`src/sv/spq_pkg.sv`:
```
// ----------------------------------------------------------------------------
// spq_pkg
// Shared codes and control types for the stable minimum priority queue.
// ----------------------------------------------------------------------------
package spq_pkg;

  // Operation codes carried on the input tuser
  localparam logic [1:0] KIND_PUSH  = 2'd0;
  localparam logic [1:0] KIND_POP   = 2'd1;
  localparam logic [1:0] KIND_CLEAR = 2'd2;

  // Result status codes carried on the output tuser
  localparam logic [1:0] STATUS_OK    = 2'd0;
  localparam logic [1:0] STATUS_EMPTY = 2'd1;
  localparam logic [1:0] STATUS_FULL  = 2'd2;

  // Per-cycle command broadcast to every cell of the row
  typedef struct packed {
    logic push_en;   // insert the broadcast entry (queue not full)
    logic pop_en;    // shift every entry one cell toward the head (queue not empty)
    logic clear_en;  // drop all entries
  } cell_ctrl_t;

endpackage

```
`src/sv/spq_cell.sv`:
```
// ----------------------------------------------------------------------------
// spq_cell
// One slot of the sorted shift-register queue: holds one entry, keeps,
// loads the new entry, or takes a neighbor's entry each cycle.
// ----------------------------------------------------------------------------
module spq_cell #(
  parameter int COST_BITS    = 16,
  parameter int PAYLOAD_BITS = 24
) (
  input  logic                    clk_i,
  input  logic                    rst_ni,
  input  spq_pkg::cell_ctrl_t     ctrl_i,
  input  logic [COST_BITS-1:0]    new_cost_i,
  input  logic [PAYLOAD_BITS-1:0] new_id_i,
  // neighbor toward the head
  input  logic                    prev_keep_i,
  input  logic                    prev_valid_i,
  input  logic [COST_BITS-1:0]    prev_cost_i,
  input  logic [PAYLOAD_BITS-1:0] prev_id_i,
  // neighbor toward the tail
  input  logic                    next_valid_i,
  input  logic [COST_BITS-1:0]    next_cost_i,
  input  logic [PAYLOAD_BITS-1:0] next_id_i,
  // own state
  output logic                    keep_o,
  output logic                    valid_o,
  output logic [COST_BITS-1:0]    cost_o,
  output logic [PAYLOAD_BITS-1:0] id_o,
  // next state, used for the head report
  output logic                    valid_d_o,
  output logic [COST_BITS-1:0]    cost_d_o,
  output logic [PAYLOAD_BITS-1:0] id_d_o
);

  logic                    valid_q, valid_d;
  logic [COST_BITS-1:0]    cost_q, cost_d;
  logic [PAYLOAD_BITS-1:0] id_q, id_d;

  // entry stays put on a push when it is not behind the new cost
  assign keep_o = valid_q && (cost_q <= new_cost_i);

  // next-state select
  always_comb begin
    valid_d = valid_q;
    cost_d  = cost_q;
    id_d    = id_q;
    if (ctrl_i.clear_en) begin
      valid_d = 1'b0;
    end else if (ctrl_i.push_en) begin
      if (keep_o) begin
        valid_d = valid_q;
      end else if (prev_keep_i) begin
        valid_d = 1'b1;
        cost_d  = new_cost_i;
        id_d    = new_id_i;
      end else begin
        valid_d = prev_valid_i;
        cost_d  = prev_cost_i;
        id_d    = prev_id_i;
      end
    end else if (ctrl_i.pop_en) begin
      valid_d = next_valid_i;
      cost_d  = next_cost_i;
      id_d    = next_id_i;
    end
  end

  // valid flag under reset
  always_ff @(posedge clk_i or negedge rst_ni) begin
    if (!rst_ni) begin
      valid_q <= 1'b0;
    end else begin
      valid_q <= valid_d;
    end
  end

  // entry payload, no reset
  always_ff @(posedge clk_i) begin
    cost_q <= cost_d;
    id_q   <= id_d;
  end

  assign valid_o   = valid_q;
  assign cost_o    = cost_q;
  assign id_o      = id_q;
  assign valid_d_o = valid_d;
  assign cost_d_o  = cost_d;
  assign id_d_o    = id_d;

endmodule

```
`config.mk`:
```
export PLATFORM = sky130hd
export DESIGN_NAME = spq_cell
export DESIGN_NICKNAME = d
export VERILOG_FILES = /design/src/sv/spq_pkg.sv /design/src/sv/spq_cell.sv
export SDC_FILE = /design/constraint.sdc
export NUM_CORES = 1
export LEC_CHECK = 0
export ABC_AREA = 0
export BUFFER_PORTS_ARGS = -buffer_cell sky130_fd_sc_hd__buf_2
export CORE_MARGIN = 5
export CORE_UTILIZATION = 36
export CTS_CLUSTER_DIAMETER = 40
export DETAILED_ROUTE_END_ITERATION = 6
export GPL_ROUTABILITY_DRIVEN = 0
export PLACE_DENSITY = 0.71
export SETUP_SLACK_MARGIN = 0.15
export SYNTH_ARGS = -nofsm -noshare
export SYNTH_HDL_FRONTEND = slang
export SYNTH_SLANG_ARGS = --single-unit
```
`constraint.sdc`:
```
create_clock -name clk_i -period 2.05 [get_ports clk_i]
set_input_delay 0.1025 -clock clk_i [delete_from_list [all_inputs] [get_ports clk_i]]
set_output_delay 0.1025 -clock clk_i [all_outputs]
set_load 0.03 [all_outputs]
```
==> impl_metrics.csv <==
group,metric,value,unit
drt,wl,14.7,mm
cts,cts_tree,"yes",
synth,yosys_register_bits,41,
final_layout,final_cells,781,
synth,synth_top_family_by_area,"compound AO/OA/AOI/OAI gates",
synth,synth_warnings,0,
power_and_ir_drop,irDropWorstVdd,468,µV
cts,cts_sinks,41,
grt,grt_max_degree,43,
timing,hold_slack,66.8,ps
synth,yosysUniqueCellTypes,40,
final_layout,antenna_cells,0,
worst_setup_path,worstReg2RegStart,"cost_o[8]",
synth,syn_nets,576,
final_layout,area_growth,59.0,%
worst_setup_path,worst_path_max_delay_cell,"a221o_2",
worst_setup_path,r2r_end,"id_o[14]",
worst_setup_path,r2r_setup_slack,-230,ps
cts,htree_levels,2,
synth,synth_fa_ha_area_share,5.77,%
timing,fin_tns_setup,-33940,ps
outcome,violations,"setup timing",
synth,netlist_area,3470,µm²
synth,synth_top_area_share,23.1,%
power_and_ir_drop,power_leakage,2.62,nW
synth,avgSynthCellArea,8.03,µm²
floorplan,rows,35,
worst_setup_path,max_stage_delay,410,ps
worst_setup_path,end_kind,"output port",
floorplan,die_y,108,µm
grt,antenna_found_initial,0,
floorplan,die-area,11700,µm²
placement,dp_hpwl,9.94,mm
grt,grt_pass1_vias,4715,
worst_hold_path,hold_depth,2,
worst_setup_path,worstPathRequired,1950,ps
final_layout,utilization,59.2,%
synth,synth_xor_area_share,0,%
synth,synth_seq_area_share,23.8,%
final_layout,final_nets,795,
drt,antenna_left,0,
worst_setup_path,worstSetupPathType,"reg2out",
synth,synth_compound_area_share,30.9,%
job,maxCapViolations,0,
final_layout,final_cell_mix,"168 x buf_2, 44 x a21oi_1, 44 x buf_6, 43 x nand2_1",
drt,viasPerCell,5.67,
outcome,outcome,"finished, violations left",
cts,clk_latency,300,ps
worst_setup_path,path_cells,"ha_4 > nand4_1 > nor4_4 > a21boi_4 > o31ai_4 > and2_4 > buf_12 > a221o_2 > buf_6",
floorplan,dieWidth,108,µm
floorplan,core,9330,µm²
worst_hold_path,hp-class,"in2reg",
power_and_ir_drop,power.density,1010,nW/µm²
drt,initialDrtViolationCount,207,
worst_setup_path,ff2ff_path_depth,8,
synth,muxShareOfSynthArea,11.9,%
worst_hold_path,holdCritStartpoint,"prev_valid_i",
synth,yosysTopAreaCell,"dfxtp_1",
final_layout,seq_area,863,µm²
timing,slew_viol_final,0,
worst_setup_path,critical-path-top-delay-family,"compound AO/OA/AOI/OAI gates",
timing,fin_crit_sh,132,%
synth,synth_area_leaders,"dfxtp_1 23%, a221o_1 12%, mux2i_1 11%",
grt,track_usage,23.5,%
final_layout,final_layout_size_suffix_gt1_share,52.1,%
placement,place_inst,766,
final_layout,multiInputGateArea,2620,µm²
timing,rsz0062_at_grt,"yes",
worst_setup_path,crit_arrival,2600,ps
floorplan,io_pins,211,
timing,layout_setup_ws,-653,ps
placement,numPortBuffers,210,
final_layout,final_common_cell,"buf_2",
floorplan,initial_utilization,37.2,%
drt,vias,4430,
drt,drt_pass1_iterations,5,
drt,remaining_drc_errors,0,
worst_setup_path,cp_num_cells,9,
timing,worst_pin_slew,1010,ps
worst_setup_path,critPathMaxFanout,10,
worst_hold_path,hold_end,"valid_o",
timing,fmax,370,MHz
cts,path_clk_slew,90,ps
grt,grt_pass1_wl,22.2,mm
worst_setup_path,worstSetupStartpointType,"register",
final_layout,fillers,825,
timing,period_minus_slack,2700,ps
synth,synth_cells,432,
cts,clockBufferDepth,2,
synth,yosys.area_share.simple,19.5,%
power_and_ir_drop,power,5.57,mW
drt,post_drt_wl_per_cell,18.8,µm
grt,grt_overflow,0,
cts,cts_root_buf,"clkbuf_8",
timing,finalSetupViolCount,83,
timing,fin_skew,5.37,ps
timing,hold_viol_final,0,
timing,slew_headroom,32.2,%
worst_setup_path,path_buf_inv,2,
cts,numCtsBuffers,5,
-- cell type report --
type	count	share of cell area [%]
tap	129	2.93
clock buffer	8	1.45
inverter	17	1.16
sequential	41	15.6
timing repair buffer	252	31.4
multi-input combinational	334	47.4
-- routing by layer --
layer	routed length (µm)	track usage, %	part of all wire [%]
met1	5720	25.4	39
met2	7450	43.9	51
met3	1310	5.85	8.9
met5	0	0	0
met4	240	8.48	1.6
-- worst max-delay path by stage --
stage	slack (ps)	endpoint	startpoint
6_report	-650	id_d_o[14]	cost_o[8]
4_1_cts	-640	cost_d_o[13]	cost_o[8]
2_1_floorplan	-400	cost_o[1]	cost_o[8]
5_1_grt	-790	id_d_o[14]	cost_o[5]
3_5_place_dp	-360	cost_d_o[13]	cost_o[8]
3_3_place_gp	-320	cost_d_o[15]	cost_o[8]
-- kinds of logic after synthesis --
kind of cell | count (synthesis)
flip-flops | 41
adder cells (fa/ha/maj) | 16
buffers and inverters | 57
AND/OR/NAND/NOR | 140
multiplexers | 41
AO/OA/AOI/OAI | 137
-- timing repair --
action	in CTS	in global routing
gates resized for setup	97	3
buffers inserted	1	2
setup endpoints to repair	83	83
endpoints found under the hold margin	1	0
pin swaps	3	1
cloned	1	2
hold buffers	1	0
-- worst reg2reg max path, cell delays in order (launching register included) --
cell and delay (ps):
dfxtp_4 360, ha_4 260, nand4_1 150, nor4_4 310
a21boi_4 250, o31ai_4 70, and2_4 190, buf_12 160
a221o_2 420
-- stage by stage --
stage          cell area [µm²]  setup WS, ps
6_report                  5520          -653
5_1_grt                   5520          -791
4_1_cts                   5450          -635
3_5_place_dp              5010          -357
3_3_place_gp              5010          -320
2_1_floorplan             3680          -404
-- synthesized netlist by cell type --
| library cell | count |
|---|---|
| a21boi_2 | 1 |
| a21o_1 | 1 |
| a21oi_1 | 45 |
| a221o_1 | 40 |
| a22oi_1 | 2 |
| a2bb2oi_1 | 1 |
| and2_1 | 1 |
| and2_2 | 2 |
| and3_2 | 1 |
| and4_1 | 1 |
| buf_1 | 1 |
| buf_2 | 6 |
| buf_6 | 1 |
| buf_8 | 4 |
| clkbuf_1 | 27 |
| clkdlybuf4s18_1 | 1 |
| dfrtp_1 | 1 |
| dfxtp_1 | 40 |
| ha_1 | 16 |
| inv_1 | 17 |
| mux2_2 | 2 |
| mux2i_1 | 39 |
| nand2_1 | 44 |
| nand2b_1 | 1 |
| nand3_1 | 1 |
| nand4_1 | 3 |
| nor2_1 | 40 |
| nor2b_1 | 41 |
| nor3_1 | 2 |
| nor3_2 | 1 |
| nor4_2 | 1 |
| o2111ai_1 | 1 |
| o211ai_1 | 1 |
| o21a_1 | 1 |
| o21ai_0 | 3 |
| o21bai_1 | 1 |
| o221ai_1 | 38 |
| o31ai_2 | 1 |
| o41a_2 | 1 |
| or2_2 | 1 |
-- report_power, final --
part / switching (mW) / internal [mW] / leakage [nW]
clock network: 0.303 / 0.243 / 0.0395
registers: 0.212 / 1.07 / 0.354
logic: 2.13 / 1.61 / 2.23
-- state kept, by name, summed over array words and instances (netlist names) --
signal,flops
valid_o,1
cost_o,16
id_o,24
(Power assumes the default switching activity.)
